$ cat src/rtl/core/stable_priority_queue_top_defines.svh
// Assertion macros shared by the queue RTL.
// Define NO_ASSERTIONS to compile them away.
`ifndef STABLE_PRIORITY_QUEUE_TOP_DEFINES_SVH
`define STABLE_PRIORITY_QUEUE_TOP_DEFINES_SVH

`ifndef NO_ASSERTIONS

// expr holds on every enabled edge
`define SPQ_ASSERT_HOLDS(label, clk, rst_n, expr, msg) \
    label: assert property (@(posedge clk) disable iff (!rst_n) (expr)) \
        else $error(msg);

// ante implies cons in the same cycle
`define SPQ_ASSERT_IMPLY(label, clk, rst_n, ante, cons, msg) \
    label: assert property (@(posedge clk) disable iff (!rst_n) (ante) |-> (cons)) \
        else $error(msg);

// ante implies cons in the next cycle
`define SPQ_ASSERT_NEXT(label, clk, rst_n, ante, cons, msg) \
    label: assert property (@(posedge clk) disable iff (!rst_n) (ante) |=> (cons)) \
        else $error(msg);

`else

`define SPQ_ASSERT_HOLDS(label, clk, rst_n, expr, msg)
`define SPQ_ASSERT_IMPLY(label, clk, rst_n, ante, cons, msg)
`define SPQ_ASSERT_NEXT(label, clk, rst_n, ante, cons, msg)

`endif

`endif

$ cat src/rtl/core/spq_pkg.sv
`timescale 1ns / 1ps

package spq_pkg;

    // field widths
    localparam int PRIO_W      = 8;
    localparam int PAYLOAD_W   = 32;
    localparam int RANK_W      = 5;
    localparam int STATUS_W    = 3;
    localparam int COUNT_OUT_W = 5;
    localparam int REQ_W       = 2;

    localparam int S_TDATA_W = 48;  // prio, payload, rank = 45 bits
    localparam int S_TUSER_W = REQ_W;
    localparam int M_USED_W  = STATUS_W + 1 + PRIO_W + PAYLOAD_W + COUNT_OUT_W;
    localparam int M_TDATA_W = 56;
    localparam int M_PAD_W   = M_TDATA_W - M_USED_W;
    localparam int S_PAD_W   = S_TDATA_W - (PRIO_W + PAYLOAD_W + RANK_W);

    typedef enum logic [REQ_W-1:0] {
        REQ_PUSH  = 2'd0,
        REQ_POP   = 2'd1,
        REQ_ERASE = 2'd2,
        REQ_CLEAR = 2'd3
    } req_t;

    typedef enum logic [STATUS_W-1:0] {
        STAT_OK     = 3'd0,
        STAT_LIMIT  = 3'd1,
        STAT_FULL   = 3'd2,
        STAT_EMPTY  = 3'd3,
        STAT_NORANK = 3'd4
    } status_t;

    typedef enum logic [2:0] {
        S_IDLE,
        S_DECODE,
        S_PUSH_SCAN,
        S_PUSH_PLACE,
        S_REM_MOVE,
        S_FINISH,
        S_OUTPUT
    } state_t;

    typedef enum logic [2:0] {
        IDX_HOLD,
        IDX_TAIL,
        IDX_POS,
        IDX_DEC,
        IDX_INC
    } idx_op_t;

    typedef enum logic [2:0] {
        RD_HEAD,
        RD_TAIL,
        RD_POS_P1,
        RD_IDX_M1,
        RD_IDX_P2
    } rd_op_t;

    typedef enum logic [2:0] {
        WR_NONE,
        WR_NEW_AT_0,
        WR_NEW_AT_IDX_P1,
        WR_OLD_AT_IDX_P1,
        WR_OLD_AT_IDX
    } wr_op_t;

    typedef enum logic [1:0] {
        CNT_HOLD,
        CNT_INC,
        CNT_DEC,
        CNT_CLR
    } cnt_op_t;

    typedef struct packed {
        logic [PAYLOAD_W-1:0] payload;
        logic [PRIO_W-1:0]    prio;
    } entry_t;

    // controller -> datapath
    typedef struct packed {
        logic    load_req;
        idx_op_t idx_op;
        rd_op_t  rd_op;
        wr_op_t  wr_op;
        cnt_op_t cnt_op;
        logic    set_status;
        status_t status;
        logic    load_out;
    } dp_cmd_t;

    // datapath -> controller
    typedef struct packed {
        req_t req_type;
        logic over_limit;
        logic full;
        logic empty;
        logic rank_bad;
        logic pos_last;
        logic scan_stop;
        logic idx_zero;
        logic move_last;
    } dp_flags_t;

endpackage

$ cat src/rtl/core/stable_priority_queue_top.sv
`timescale 1ns / 1ps

// Stable priority queue. Holds up to CAPACITY entries (8-bit priority plus a
// 32-bit handle) sorted by descending priority, FIFO among equal priorities,
// in one dual-port RAM (one write, one registered read per cycle). Each
// request on the s_ channel (push, pop head, erase by 1-based rank, clear)
// returns exactly one result on the m_ channel: status, head entry after the
// request (zeros when empty) and entry count (low 5 bits). Requests are
// handled one at a time; s_tready is high only while the block is idle, and
// a finished result sits in an output register so the next request can be
// taken while it waits. A push into a non-empty list moves each entry of lower
// priority down one slot (one RAM slot per cycle, scanning from the tail; the
// scan either stops on the first entry it does not move or ends with a separate
// step that places the new entry at the head); pop/erase (pop is rank 1) shifts
// the entries behind the rank up, one slot shifted up per cycle. The single RAM
// write port sets that per-slot rate. priority_limit (reset 255) is to be
// written through cfg_wr_en/cfg_wr_data only while the block is idle; the block
// itself does not enforce this.
module stable_priority_queue_top #(
    parameter int CAPACITY = 16  // entries, 2 to 256
) (
    input  logic                          aclk,
    input  logic                          aresetn,

    // priority limit register
    input  logic                          cfg_wr_en,
    input  logic [spq_pkg::PRIO_W-1:0]    cfg_wr_data,

    // request channel
    input  logic                          s_tvalid,
    output logic                          s_tready,
    // [7:0] priority_req, [39:8] payload, [44:40] rank, [47:45] zero
    input  logic [spq_pkg::S_TDATA_W-1:0] s_tdata,
    // [1:0] req_type
    input  logic [spq_pkg::S_TUSER_W-1:0] s_tuser,

    // result channel
    output logic                          m_tvalid,
    input  logic                          m_tready,
    // [2:0] status, [3] top_valid, [11:4] top_priority,
    // [43:12] top_payload, [48:44] entry_count, [55:49] zero
    output logic [spq_pkg::M_TDATA_W-1:0] m_tdata
);

    import spq_pkg::*;

    dp_cmd_t                cmd;
    dp_flags_t              flags;

    // unpacked request fields
    req_t                   in_req_type;
    logic [PRIO_W-1:0]      in_priority_req;
    logic [PAYLOAD_W-1:0]   in_payload;
    logic [RANK_W-1:0]      in_rank;

    // result fields
    status_t                out_status;
    logic                   out_top_valid;
    logic [PRIO_W-1:0]      out_top_priority;
    logic [PAYLOAD_W-1:0]   out_top_payload;
    logic [COUNT_OUT_W-1:0] out_entry_count;

    assign in_req_type     = req_t'(s_tuser);
    assign in_priority_req = s_tdata[PRIO_W-1:0];
    assign in_payload      = s_tdata[PRIO_W +: PAYLOAD_W];
    assign in_rank         = s_tdata[PRIO_W + PAYLOAD_W +: RANK_W];

    // control: request handshake, sequencing, result valid
    spq_ctrl u_ctrl (
        .aclk     (aclk),
        .aresetn  (aresetn),
        .s_tvalid (s_tvalid),
        .s_tready (s_tready),
        .m_tvalid (m_tvalid),
        .m_tready (m_tready),
        .flags    (flags),
        .cmd      (cmd)
    );

    // storage, count, limit and result register
    spq_datapath #(
        .CAPACITY (CAPACITY)
    ) u_datapath (
        .aclk             (aclk),
        .aresetn          (aresetn),
        .cfg_wr_en        (cfg_wr_en),
        .cfg_wr_data      (cfg_wr_data),
        .in_req_type      (in_req_type),
        .in_priority_req  (in_priority_req),
        .in_payload       (in_payload),
        .in_rank          (in_rank),
        .cmd              (cmd),
        .flags            (flags),
        .out_status       (out_status),
        .out_top_valid    (out_top_valid),
        .out_top_priority (out_top_priority),
        .out_top_payload  (out_top_payload),
        .out_entry_count  (out_entry_count)
    );

    assign m_tdata = {{M_PAD_W{1'b0}}, out_entry_count, out_top_payload,
                      out_top_priority, out_top_valid, out_status};

endmodule

$ cat src/rtl/core/spq_ram.sv
`timescale 1ns / 1ps

module spq_ram #(
    parameter int WIDTH = 40,
    parameter int DEPTH = 16
) (
    input  logic                     clk,
    input  logic                     wr_en,
    input  logic [$clog2(DEPTH)-1:0] wr_addr,
    input  logic [WIDTH-1:0]         wr_data,
    input  logic [$clog2(DEPTH)-1:0] rd_addr,
    output logic [WIDTH-1:0]         rd_data
);

    logic [WIDTH-1:0] mem [DEPTH];
    logic [WIDTH-1:0] rd_data_reg;

    always_ff @(posedge clk) begin
        if (wr_en) begin
            mem[wr_addr] <= wr_data;
        end
        rd_data_reg <= mem[rd_addr];
    end

    assign rd_data = rd_data_reg;

endmodule

$ cat src/rtl/core/spq_ctrl.sv
`timescale 1ns / 1ps
`include "stable_priority_queue_top_defines.svh"

module spq_ctrl (
    input  logic               aclk,
    input  logic               aresetn,
    input  logic               s_tvalid,
    output logic               s_tready,
    output logic               m_tvalid,
    input  logic               m_tready,
    input  spq_pkg::dp_flags_t flags,
    output spq_pkg::dp_cmd_t   cmd
);

    import spq_pkg::*;

    state_t state_reg, state_next;
    logic   m_tvalid_reg, m_tvalid_next;
    logic   out_free;

    assign out_free = !m_tvalid_reg || m_tready;
    assign s_tready = (state_reg == S_IDLE);
    assign m_tvalid = m_tvalid_reg;

    always_ff @(posedge aclk) begin
        if (!aresetn) begin
            state_reg    <= S_IDLE;
            m_tvalid_reg <= 1'b0;
        end else begin
            state_reg    <= state_next;
            m_tvalid_reg <= m_tvalid_next;
        end
    end

    always_comb begin
        m_tvalid_next = m_tvalid_reg;
        if (cmd.load_out) begin
            m_tvalid_next = 1'b1;
        end else if (m_tready) begin
            m_tvalid_next = 1'b0;
        end
    end

    // next state
    always_comb begin
        state_next = state_reg;
        unique case (state_reg)
            S_IDLE: begin
                if (s_tvalid) begin
                    state_next = S_DECODE;
                end
            end
            S_DECODE: begin
                unique case (flags.req_type)
                    REQ_PUSH: begin
                        if (flags.over_limit || flags.full || flags.empty) begin
                            state_next = S_FINISH;
                        end else begin
                            state_next = S_PUSH_SCAN;
                        end
                    end
                    REQ_POP: begin
                        if (flags.empty || flags.pos_last) begin
                            state_next = S_FINISH;
                        end else begin
                            state_next = S_REM_MOVE;
                        end
                    end
                    REQ_ERASE: begin
                        if (flags.rank_bad || flags.pos_last) begin
                            state_next = S_FINISH;
                        end else begin
                            state_next = S_REM_MOVE;
                        end
                    end
                    default: begin
                        state_next = S_FINISH;
                    end
                endcase
            end
            S_PUSH_SCAN: begin
                if (flags.scan_stop) begin
                    state_next = S_FINISH;
                end else if (flags.idx_zero) begin
                    state_next = S_PUSH_PLACE;
                end
            end
            S_PUSH_PLACE: begin
                state_next = S_FINISH;
            end
            S_REM_MOVE: begin
                if (flags.move_last) begin
                    state_next = S_FINISH;
                end
            end
            S_FINISH: begin
                state_next = S_OUTPUT;
            end
            S_OUTPUT: begin
                if (out_free) begin
                    state_next = S_IDLE;
                end
            end
            default: begin
                state_next = S_IDLE;
            end
        endcase
    end

    // datapath commands
    always_comb begin
        cmd            = '0;
        cmd.idx_op     = IDX_HOLD;
        cmd.rd_op      = RD_HEAD;
        cmd.wr_op      = WR_NONE;
        cmd.cnt_op     = CNT_HOLD;
        cmd.status     = STAT_OK;
        unique case (state_reg)
            S_IDLE: begin
                cmd.load_req = s_tvalid;
            end
            S_DECODE: begin
                cmd.set_status = 1'b1;
                unique case (flags.req_type) inside
                    REQ_PUSH: begin
                        if (flags.over_limit) begin
                            cmd.status = STAT_LIMIT;
                        end else if (flags.full) begin
                            cmd.status = STAT_FULL;
                        end else if (flags.empty) begin
                            cmd.wr_op  = WR_NEW_AT_0;
                            cmd.cnt_op = CNT_INC;
                        end else begin
                            cmd.idx_op = IDX_TAIL;
                            cmd.rd_op  = RD_TAIL;
                        end
                    end
                    REQ_POP, REQ_ERASE: begin
                        if (flags.req_type == REQ_POP && flags.empty) begin
                            cmd.status = STAT_EMPTY;
                        end else if (flags.req_type == REQ_ERASE && flags.rank_bad) begin
                            cmd.status = STAT_NORANK;
                        end else if (flags.pos_last) begin
                            cmd.cnt_op = CNT_DEC;
                        end else begin
                            cmd.idx_op = IDX_POS;
                            cmd.rd_op  = RD_POS_P1;
                        end
                    end
                    default: begin
                        cmd.cnt_op = CNT_CLR;
                    end
                endcase
            end
            S_PUSH_SCAN: begin
                if (flags.scan_stop) begin
                    cmd.wr_op  = WR_NEW_AT_IDX_P1;
                    cmd.cnt_op = CNT_INC;
                end else begin
                    cmd.wr_op = WR_OLD_AT_IDX_P1;
                    if (!flags.idx_zero) begin
                        cmd.idx_op = IDX_DEC;
                        cmd.rd_op  = RD_IDX_M1;
                    end
                end
            end
            S_PUSH_PLACE: begin
                cmd.wr_op  = WR_NEW_AT_0;
                cmd.cnt_op = CNT_INC;
            end
            S_REM_MOVE: begin
                cmd.wr_op = WR_OLD_AT_IDX;
                if (flags.move_last) begin
                    cmd.cnt_op = CNT_DEC;
                end else begin
                    cmd.idx_op = IDX_INC;
                    cmd.rd_op  = RD_IDX_P2;
                end
            end
            S_FINISH: begin
                cmd.rd_op = RD_HEAD;
            end
            S_OUTPUT: begin
                cmd.load_out = out_free;
            end
            default: begin
                cmd.rd_op = RD_HEAD;
            end
        endcase
    end

    `SPQ_ASSERT_NEXT(a_accept_to_decode, aclk, aresetn, s_tvalid && s_tready, state_reg == S_DECODE, "accepted request did not go to decode")
    `SPQ_ASSERT_NEXT(a_output_done, aclk, aresetn, state_reg == S_OUTPUT && out_free, state_reg == S_IDLE && m_tvalid_reg, "result load did not raise m_tvalid")
    `SPQ_ASSERT_IMPLY(a_place_after_scan, aclk, aresetn, state_reg == S_PUSH_PLACE, $past(state_reg) == S_PUSH_SCAN, "head placement without a scan")

endmodule

$ cat src/rtl/core/spq_datapath.sv
`timescale 1ns / 1ps
`include "stable_priority_queue_top_defines.svh"

module spq_datapath #(
    parameter int CAPACITY = 16
) (
    input  logic                            aclk,
    input  logic                            aresetn,
    input  logic                            cfg_wr_en,
    input  logic [spq_pkg::PRIO_W-1:0]      cfg_wr_data,
    input  spq_pkg::req_t                   in_req_type,
    input  logic [spq_pkg::PRIO_W-1:0]      in_priority_req,
    input  logic [spq_pkg::PAYLOAD_W-1:0]   in_payload,
    input  logic [spq_pkg::RANK_W-1:0]      in_rank,
    input  spq_pkg::dp_cmd_t                cmd,
    output spq_pkg::dp_flags_t              flags,
    output spq_pkg::status_t                out_status,
    output logic                            out_top_valid,
    output logic [spq_pkg::PRIO_W-1:0]      out_top_priority,
    output logic [spq_pkg::PAYLOAD_W-1:0]   out_top_payload,
    output logic [spq_pkg::COUNT_OUT_W-1:0] out_entry_count
);

    import spq_pkg::*;

    localparam int IDX_W = $clog2(CAPACITY);
    localparam int CNT_W = $clog2(CAPACITY + 1);
    localparam int EW    = CNT_W + 1;
    localparam int CMP_W = (EW > RANK_W) ? EW : RANK_W;

    logic [PRIO_W-1:0]      limit_reg;
    req_t                   req_type_reg;
    logic [PRIO_W-1:0]      prio_reg;
    logic [PAYLOAD_W-1:0]   payload_reg;
    logic [RANK_W-1:0]      rank_reg;
    logic [IDX_W-1:0]       idx_reg, idx_next;
    logic [CNT_W-1:0]       count_reg, count_next;
    status_t                status_reg;

    status_t                out_status_reg;
    logic                   out_valid_reg;
    logic [PRIO_W-1:0]      out_prio_reg;
    logic [PAYLOAD_W-1:0]   out_payload_reg;
    logic [COUNT_OUT_W-1:0] out_count_reg;

    logic [IDX_W-1:0] pos_w, pos_p1, tail, idx_p1, idx_p2, idx_m1;
    logic [IDX_W-1:0] rd_addr, wr_addr;
    logic             wr_en;
    entry_t           wr_data, rd_data, new_entry;
    logic             empty_w;

    // position of the first entry removed by pop / erase
    assign pos_w  = (req_type_reg == REQ_ERASE)
                  ? IDX_W'(CMP_W'(rank_reg) - CMP_W'(1)) : '0;
    assign pos_p1 = IDX_W'(CMP_W'(pos_w) + CMP_W'(1));
    assign tail   = IDX_W'(count_reg - CNT_W'(1));
    assign idx_p1 = IDX_W'(CMP_W'(idx_reg) + CMP_W'(1));
    assign idx_p2 = IDX_W'(CMP_W'(idx_reg) + CMP_W'(2));
    assign idx_m1 = IDX_W'(idx_reg - IDX_W'(1));
    assign empty_w = (count_reg == '0);

    assign new_entry.payload = payload_reg;
    assign new_entry.prio    = prio_reg;

    always_comb begin
        flags.req_type   = req_type_reg;
        flags.over_limit = prio_reg > limit_reg;
        flags.full       = count_reg == CNT_W'(CAPACITY);
        flags.empty      = empty_w;
        flags.rank_bad   = (rank_reg == '0) || (CMP_W'(rank_reg) > CMP_W'(count_reg));
        flags.pos_last   = (CMP_W'(pos_w) + CMP_W'(1)) >= CMP_W'(count_reg);
        flags.scan_stop  = rd_data.prio >= prio_reg;
        flags.idx_zero   = (idx_reg == '0);
        flags.move_last  = (CMP_W'(idx_reg) + CMP_W'(2)) >= CMP_W'(count_reg);
    end

    always_comb begin
        case (cmd.rd_op)
            RD_TAIL:   rd_addr = tail;
            RD_POS_P1: rd_addr = pos_p1;
            RD_IDX_M1: rd_addr = idx_m1;
            RD_IDX_P2: rd_addr = idx_p2;
            default:   rd_addr = '0;
        endcase
    end

    always_comb begin
        wr_en   = 1'b1;
        wr_addr = '0;
        wr_data = new_entry;
        case (cmd.wr_op)
            WR_NEW_AT_0: begin
                wr_addr = '0;
            end
            WR_NEW_AT_IDX_P1: begin
                wr_addr = idx_p1;
            end
            WR_OLD_AT_IDX_P1: begin
                wr_addr = idx_p1;
                wr_data = rd_data;
            end
            WR_OLD_AT_IDX: begin
                wr_addr = idx_reg;
                wr_data = rd_data;
            end
            default: begin
                wr_en = 1'b0;
            end
        endcase
    end

    always_comb begin
        case (cmd.idx_op)
            IDX_TAIL: idx_next = tail;
            IDX_POS:  idx_next = pos_w;
            IDX_DEC:  idx_next = idx_m1;
            IDX_INC:  idx_next = idx_p1;
            default:  idx_next = idx_reg;
        endcase
    end

    always_comb begin
        case (cmd.cnt_op)
            CNT_INC: count_next = count_reg + CNT_W'(1);
            CNT_DEC: count_next = count_reg - CNT_W'(1);
            CNT_CLR: count_next = '0;
            default: count_next = count_reg;
        endcase
    end

    spq_ram #(
        .WIDTH ($bits(entry_t)),
        .DEPTH (CAPACITY)
    ) u_slots (
        .clk     (aclk),
        .wr_en   (wr_en),
        .wr_addr (wr_addr),
        .wr_data (wr_data),
        .rd_addr (rd_addr),
        .rd_data (rd_data)
    );

    always_ff @(posedge aclk) begin
        if (!aresetn) begin
            limit_reg <= '1;
            count_reg <= '0;
        end else begin
            if (cfg_wr_en) begin
                limit_reg <= cfg_wr_data;
            end
            count_reg <= count_next;
        end
    end

    always_ff @(posedge aclk) begin
        idx_reg <= idx_next;
        if (cmd.load_req) begin
            req_type_reg <= in_req_type;
            prio_reg     <= in_priority_req;
            payload_reg  <= in_payload;
            rank_reg     <= in_rank;
        end
        if (cmd.set_status) begin
            status_reg <= cmd.status;
        end
        if (cmd.load_out) begin
            out_status_reg  <= status_reg;
            out_valid_reg   <= !empty_w;
            out_prio_reg    <= empty_w ? '0 : rd_data.prio;
            out_payload_reg <= empty_w ? '0 : rd_data.payload;
            out_count_reg   <= COUNT_OUT_W'(count_reg);
        end
    end

    assign out_status       = out_status_reg;
    assign out_top_valid    = out_valid_reg;
    assign out_top_priority = out_prio_reg;
    assign out_top_payload  = out_payload_reg;
    assign out_entry_count  = out_count_reg;

    `SPQ_ASSERT_HOLDS(a_count_bound, aclk, aresetn, CMP_W'(count_reg) <= CMP_W'(CAPACITY), "entry count above capacity")
    `SPQ_ASSERT_IMPLY(a_write_in_range, aclk, aresetn, wr_en, CMP_W'(wr_addr) <= CMP_W'(count_reg), "slot write beyond the tail")
    `SPQ_ASSERT_IMPLY(a_empty_top_zero, aclk, aresetn, $past(cmd.load_out) && !out_valid_reg, out_prio_reg == '0 && out_payload_reg == '0, "empty result carries a head entry")

endmodule
$ cat config.mk
export PLATFORM = sky130hd
export DESIGN_NAME = stable_priority_queue_top
export DESIGN_NICKNAME = d
export VERILOG_FILES = /design/src/rtl/core/spq_pkg.sv /design/src/rtl/core/stable_priority_queue_top.sv /design/src/rtl/core/spq_ram.sv /design/src/rtl/core/spq_ctrl.sv /design/src/rtl/core/spq_datapath.sv
export VERILOG_INCLUDE_DIRS = /design/src /design/src/rtl/core
export SDC_FILE = /design/constraint.sdc
export NUM_CORES = 1
export LEC_CHECK = 0
export ABC_CLOCK_PERIOD_IN_PS = 5400
export BUFFER_PORTS_ARGS = -buffer_cell sky130_fd_sc_hd__buf_2
export CELL_PAD_IN_SITES_DETAIL_PLACEMENT = 1
export CELL_PAD_IN_SITES_GLOBAL_PLACEMENT = 1
export CORE_MARGIN = 4
export CORE_UTILIZATION = 50
export DETAILED_ROUTE_END_ITERATION = 16
export HOLD_SLACK_MARGIN = 0.02
export PLACE_DENSITY_LB_ADDON = 0.2
export SYNTH_ARGS = -nofsm -noshare
export SYNTH_HDL_FRONTEND = slang
export SYNTH_SLANG_ARGS = --single-unit
$ cat constraint.sdc
create_clock -name aclk -period 5.4 [get_ports aclk]
set_clock_uncertainty 0.05 [all_clocks]
set_input_delay 0.27 -clock aclk [delete_from_list [all_inputs] [get_ports aclk]]
set_output_delay 0.27 -clock aclk [all_outputs]
set_load 0.02 [all_outputs]
==> results.sh, run 1 <==
export IMPL_power_density_nw_per_um2=624
export IMPL_fin_nets=2422
export IMPL_power_leakage_nw=13.5
export IMPL_finalWirelength_um=92600
export IMPL_vias_per_cell=6.22
export IMPL_routed_wl_met3_um=5660
export IMPL_slew_headroom_pct=30.5
export IMPL_place_hpwl_um=52200
export IMPL_diodes=0
export IMPL_worstSetupPathType="flop to flop"
export IMPL_synth_flop_cell="edfxtp_1"
export IMPL_synth_edf_count=743
export IMPL_finalHoldViolCount=0
export IMPL_period_needed_ns=5.09
export IMPL_initialDrtViolationCount=1866
export IMPL_postPlaceCellArea_um2=35800
export IMPL_report_final_slew_viol_count=0
export IMPL_met2_length_um=46100
export IMPL_dpl_worst_slack_ns=0.0351
export IMPL_remaining_drc_errors=0
export IMPL_seq_area_frac_synth_pct=68.8
export IMPL_critPathCaptureType="flop"
export IMPL_dr_pass1_iters=5
export IMPL_grt_remaining_overflow=0
export IMPL_grt_pass1_wl_um=139000
export IMPL_ys_ff_latch=800
export IMPL_critPathRequiredTime_ns=5.86
export IMPL_setup_tns_ns=0
export IMPL_coreArea_um2=67400
export IMPL_wl_met1_um=37900
export IMPL_drtAntennaViolNets=0
export IMPL_rows=95
export IMPL_synth_warnings=0
export IMPL_clk_latency_ns=0.64
export IMPL_grt_max_degree=70
export IMPL_fin_util_pct=58.4
export IMPL_placedCellCount=3025
export IMPL_cp_max_fo=41
export IMPL_die_w_um=269
export IMPL_synth_async_sr_flop_share_pct=0
export IMPL_synthCells=2123
export IMPL_rsz0062_at_grt="no"
export IMPL_htreeDepth=3
export IMPL_maxCapViolCount=0
export IMPL_netlist_area_um2=34100
export IMPL_clock_sinks=800
export IMPL_largest_reg_flops=640
export IMPL_fin_crit_sh_pct=94.2
export IMPL_cts_root_buf="clkbuf_16"
export IMPL_cts_tree="built"
export IMPL_ios=121
export IMPL_mostFrequentLayoutCell="edfxtp_1"
export IMPL_fmax_ghz=0.197
export IMPL_peakVddDrop_mv=0.454
export IMPL_antenna_found_initial=0
export IMPL_arrival_ns=5.55
export IMPL_drive_gt1_share_pct=26.1
export IMPL_numCtsBuffers=86
export IMPL_gp_congestion=0.891
export IMPL_vias=20300
export IMPL_worstSetupStartpoint="u_datapath.req_type_reg[0]$_DFFE_PP_"
export IMPL_fin_ws_ns=0.311
export IMPL_dieHeight_um=269
export IMPL_port_buffers=110
export IMPL_grt_use_total_pct=25.1
export IMPL_wire_per_inst_um=28.4
export IMPL_highest_layer="met4"
export IMPL_syn_avg_cell_area_um2=16.1
export IMPL_clk_pin_slew_ns=0.06
export IMPL_min_path_type="primary input to flop"
export IMPL_design_area_um2=39400
export IMPL_worst_pin_slew_ns=1.04
export IMPL_start_util_pct=50.6
export IMPL_area_growth_synth_to_final_pct=15.5
export IMPL_layout_common_cells="edfxtp_1, mux2_2, buf_2, o211ai_1, clkbuf_16"
export IMPL_start_kind="flop"
export IMPL_stdcell_count=3261
export IMPL_dieArea_um2=72400
export IMPL_grt_pass1_vias=21900
export IMPL_hp_start="s_tdata[15]"
export IMPL_r2r_start="u_datapath.req_type_reg[0]$_DFFE_PP_"
export IMPL_setup_violations=0
export IMPL_outcome="finished clean"
export IMPL_ys_types=81
export IMPL_cts_buffer_depth=3
-- per-stage QoR --
stage	power (mW)	hold slack, ns
after floorplan	15.5	0.319
after global placement	18.2	0.354
after detailed placement	18.7	0.360
after CTS	24.6	0.246
after global routing	25.6	0.285
final	24.6	0.285
-- worst paths after layout --
| check | end | slack, ns | cells after the start |
|---|---|---|---|
| setup / recovery | u_datapath.u_slots.rd_data[10]$_DFF_P_ | 0.31 | 18 |
| hold / removal | u_datapath.payload_reg[7]$_DFFE_PP_ | 0.29 | 2 |
| setup reg to reg | u_datapath.u_slots.rd_data[10]$_DFF_P_ | 0.31 | 18 |
| hold reg to reg | u_datapath.out_status[0]$_DFFE_PP_ | 0.37 | 0 |
-- critical path, stage by stage, from the launching register on --
cell and delay [ns]:
edfxtp_1 0.42, inv_1 0.11, ha_1 0.31, nor2b_2 0.31, ha_1 0.22, xnor2_1 0.17
ha_1 0.29, a21o_1 0.16, a31oi_1 0.15, o21ai_0 0.27, o32ai_4 0.56, buf_4 0.21
o41ai_4 0.10, a31oi_4 0.32, buf_12 0.35, nand2_1 0.15, buf_4 0.30, o211ai_1 0.38
a211oi_2 0.11
-- area by class of cell --
class,instances,area [um^2]
Sequential cell,800,23500
Clock inverter,40,373
Timing Repair Buffer,253,2000
Clock buffer,121,2440
Fill cell,6064,28000
Inverter,75,282
Tap cell,873,1090
Multi-Input combinational cell,1099,9730
-- Yosys cell counts, types with 3 or more instances --
master | n | area, um^2
a21oi_1 | 15 | 75.1
a211o_1 | 3 | 26.3
o22ai_1 | 46 | 288
a31oi_1 | 6 | 37.5
buf_1 | 3 | 11.3
a21o_1 | 7 | 52.6
ha_1 | 44 | 551
dfxtp_1 | 57 | 1140
mux2_1 | 52 | 586
mux2i_1 | 81 | 811
a41oi_1 | 41 | 359
o22a_1 | 40 | 350
o221ai_1 | 3 | 26.3
xnor2_1 | 3 | 26.3
buf_6 | 21 | 236
xor2_1 | 8 | 70.1
nand2b_1 | 7 | 43.8
o22ai_2 | 35 | 438
nor2_1 | 46 | 173
nor3b_1 | 3 | 22.5
o221a_2 | 3 | 33.8
o21ai_0 | 20 | 100
buf_2 | 27 | 135
nor3_1 | 12 | 60.1
nand3_1 | 15 | 75.1
or2_2 | 3 | 18.8
nand3b_1 | 3 | 22.5
o41ai_1 | 41 | 359
mux2_2 | 187 | 2110
edfxtp_1 | 743 | 22300
and2_1 | 3 | 18.8
o2111ai_1 | 40 | 350
clkbuf_1 | 81 | 304
inv_1 | 71 | 267
a211oi_2 | 42 | 526
nand4_1 | 3 | 18.8
o211ai_1 | 93 | 698
nor2b_1 | 51 | 319
buf_4 | 23 | 173
and3_1 | 5 | 31.3
nand2_1 | 84 | 315
-- timing repair --
action	4_1_cts	5_1_grt
endpoints found under the hold margin	60	0
resized for setup	0	5
endpoints found under the setup margin	0	40
setup buffers	0	1
hold buffers	74	0
-- cell families (layout without fill, tap and decap cells) --
kind of cell / after synthesis / count (layout) / share of synthesized area (%)
AOI/OAI and AO/OA: 468 / 468 / 11.9
other: 1 / 7 / 0.0110
muxes: 321 / 321 / 10.3
xor gates and xnor gates: 11 / 11 / 0.283
adders and majority gates: 44 / 44 / 1.62
buffers and inverters: 230 / 489 / 3.35
and+or+nand+nor: 248 / 248 / 3.67
DFF: 800 / 800 / 68.8
-- per-layer routing --
| layer | track usage, % | up-vias |
|---|---|---|
| met5 | 0 | - |
| met4 | 9.16 | 0 |
| met3 | 4.82 | 180 |
| met2 | 42.8 | 701 |
| met1 | 32.4 | 10500 |
| li1 | - | 8859 |
-- report_power, final --
group	switching, mW	internal (mW)	total [mW]
combinational	6.21	3.42	9.64
sequential	0.430	8.64	9.07
clock	2.41	3.44	5.84
total	9.05	15.5	24.6
(Power assumes the default switching activity.)
==> inputs of run 2 (changes only) <==
--- a/config.mk
+++ b/config.mk
@@ -8,7 +8,7 @@
 export LEC_CHECK = 0
 export ABC_CLOCK_PERIOD_IN_PS = 5400
 export BUFFER_PORTS_ARGS = -buffer_cell sky130_fd_sc_hd__buf_2
-export CELL_PAD_IN_SITES_DETAIL_PLACEMENT = 1
+export CELL_PAD_IN_SITES_DETAIL_PLACEMENT = 0
 export CELL_PAD_IN_SITES_GLOBAL_PLACEMENT = 1
 export CORE_MARGIN = 4
 export CORE_UTILIZATION = 50
==> results.sh, run 2 (same netlist as run 1, synthesis figures left out) <==
export IMPL_outcome="finished clean"
export IMPL_rows=95
export IMPL_area_growth_synth_to_final_pct=15.5
export IMPL_drive_gt1_share_pct=26.3
export IMPL_slew_headroom_pct=31.2
export IMPL_initialDrtViolationCount=1841
export IMPL_cts_root_buf="clkbuf_16"
export IMPL_setup_violations=0
export IMPL_worstSetupPathType="flop to flop"
export IMPL_coreArea_um2=67400
export IMPL_fin_nets=2420
export IMPL_cts_tree="built"
export IMPL_start_util_pct=50.6
export IMPL_wire_per_inst_um=26.0
export IMPL_fin_crit_sh_pct=94.5
export IMPL_setup_tns_ns=0
export IMPL_fin_ws_ns=0.298
export IMPL_cts_buffer_depth=3
export IMPL_clk_latency_ns=0.64
export IMPL_report_final_slew_viol_count=0
export IMPL_antenna_found_initial=1
export IMPL_vias_per_cell=6.05
export IMPL_layout_common_cells="edfxtp_1, mux2_2, buf_2, o211ai_1, clkbuf_16"
export IMPL_peakVddDrop_mv=0.746
export IMPL_clk_pin_slew_ns=0.06
export IMPL_grt_pass1_vias=20300
export IMPL_fmax_ghz=0.196
export IMPL_critPathCaptureType="flop"
export IMPL_diodes=0
export IMPL_finalHoldViolCount=0
export IMPL_dpl_worst_slack_ns=0.187
export IMPL_port_buffers=110
export IMPL_mostFrequentLayoutCell="edfxtp_1"
export IMPL_rsz0062_at_grt="no"
export IMPL_min_path_type="primary input to flop"
export IMPL_grt_remaining_overflow=0
export IMPL_stdcell_count=3260
export IMPL_power_density_nw_per_um2=618
export IMPL_clock_sinks=800
export IMPL_grt_pass1_wl_um=128000
export IMPL_fin_util_pct=58.4
export IMPL_period_needed_ns=5.10
export IMPL_vias=19700
export IMPL_arrival_ns=5.59
export IMPL_numCtsBuffers=86
export IMPL_dr_pass1_iters=5
export IMPL_critPathRequiredTime_ns=5.89
export IMPL_maxCapViolCount=0
export IMPL_grt_use_total_pct=23.0
export IMPL_drtAntennaViolNets=0
export IMPL_die_w_um=269
export IMPL_grt_max_degree=70
export IMPL_dieArea_um2=72400
export IMPL_place_hpwl_um=47600
export IMPL_worst_pin_slew_ns=1.03
export IMPL_placedCellCount=3025
export IMPL_start_kind="flop"
export IMPL_power_mw=24.3
export IMPL_largest_reg_flops=640
export IMPL_dieHeight_um=269
export IMPL_remaining_drc_errors=0
export IMPL_finalWirelength_um=84800
export IMPL_cp_max_fo=45
export IMPL_power_leakage_nw=13.5
export IMPL_cts_setup_buffers=0
export IMPL_gp_congestion=0.891
export IMPL_htreeDepth=3
export IMPL_ios=121
==> run 2: cell types whose count changed in the layout (fill, tap and decap cells not counted), sizes merged <==
cell | previous run | this run
bufinv | 6 | 7
clkinvlp | 5 | 2
inv | 77 | 79
dlygate4sd3 | 74 | 73
clkbuf | 121 | 113
buf | 179 | 178
clkinv | 27 | 36
==> run 2: routing by layer <==
| layer | wire length (um) | share of wire [%] | up-vias | global-route usage [%] |
|---|---|---|---|---|
| li1 | - | - | 8860 | - |
| met1 | 37300 | 44 | 10000 | 32.3 |
| met2 | 40600 | 48 | 697 | 37.5 |
| met3 | 4810 | 5.7 | 137 | 3.43 |
| met4 | 2040 | 2.4 | 0 | 7.08 |
| met5 | 0 | 0 | - | 0 |
==> run 2: final cells by class <==
class | count | area, um^2
repair buffers | 251 | 1970
inverters | 75 | 282
multi-input cells | 1099 | 9720
flip-flops and latches | 800 | 23500
well taps | 873 | 1090
clock buffers | 113 | 2360
clock inverters | 49 | 489
fillers | 5078 | 28000
==> run 2: worst max-delay path, cell delays in order, from the launching register on <==
cell and delay, ns:
edfxtp_1 0.42, inv_1 0.11, ha_1 0.31, nor2b_1 0.34, ha_1 0.24, xnor2_1 0.17, ha_1 0.29, a21o_1 0.16
a31oi_1 0.14, o21ai_0 0.26, o32ai_4 0.55, buf_6 0.42, a31oi_4 0.23, buf_12 0.28, nand2_1 0.12, buf_4 0.39
o211ai_1 0.23, a211oi_2 0.26
==> run 2: timing repair <==
action	in CTS	in global routing
hold buffers	73	0
setup endpoints to repair	0	30
resized for setup	0	2
hold endpoints to repair	59	0
==> run 2: worst paths after layout <==
path	startpoint	endpoint	slack, ns	cells after the start
setup / recovery	u_datapath.req_type_reg[0]$_DFFE_PP_	u_datapath.u_slots.rd_data[2]$_DFF_P_	0.30	17
hold / removal	s_tdata[15]	u_datapath.payload_reg[7]$_DFFE_PP_	0.28	2
setup reg to reg	u_datapath.req_type_reg[0]$_DFFE_PP_	u_datapath.u_slots.rd_data[2]$_DFF_P_	0.30	17
hold reg to reg	u_datapath.status_reg[1]$_SDFFCE_PN0P_	u_datapath.out_status[1]$_DFFE_PP_	0.37	0
==> run 2: through the flow <==
step / hold slack (ns) / instance area, um^2
6_report: 0.284 / 39400
3_3_place_gp: 0.354 / 35800
5_1_grt: 0.270 / 39400
4_1_cts: 0.253 / 39400
3_5_place_dp: 0.355 / 35800
2_1_floorplan: 0.319 / 34100
==> run 2: power by group <==
part	switching [mW]	leakage [nW]	internal, mW
Combinational	6.00	4.94	3.41
Sequential	0.399	7.21	8.64
Clock	2.43	1.40	3.45
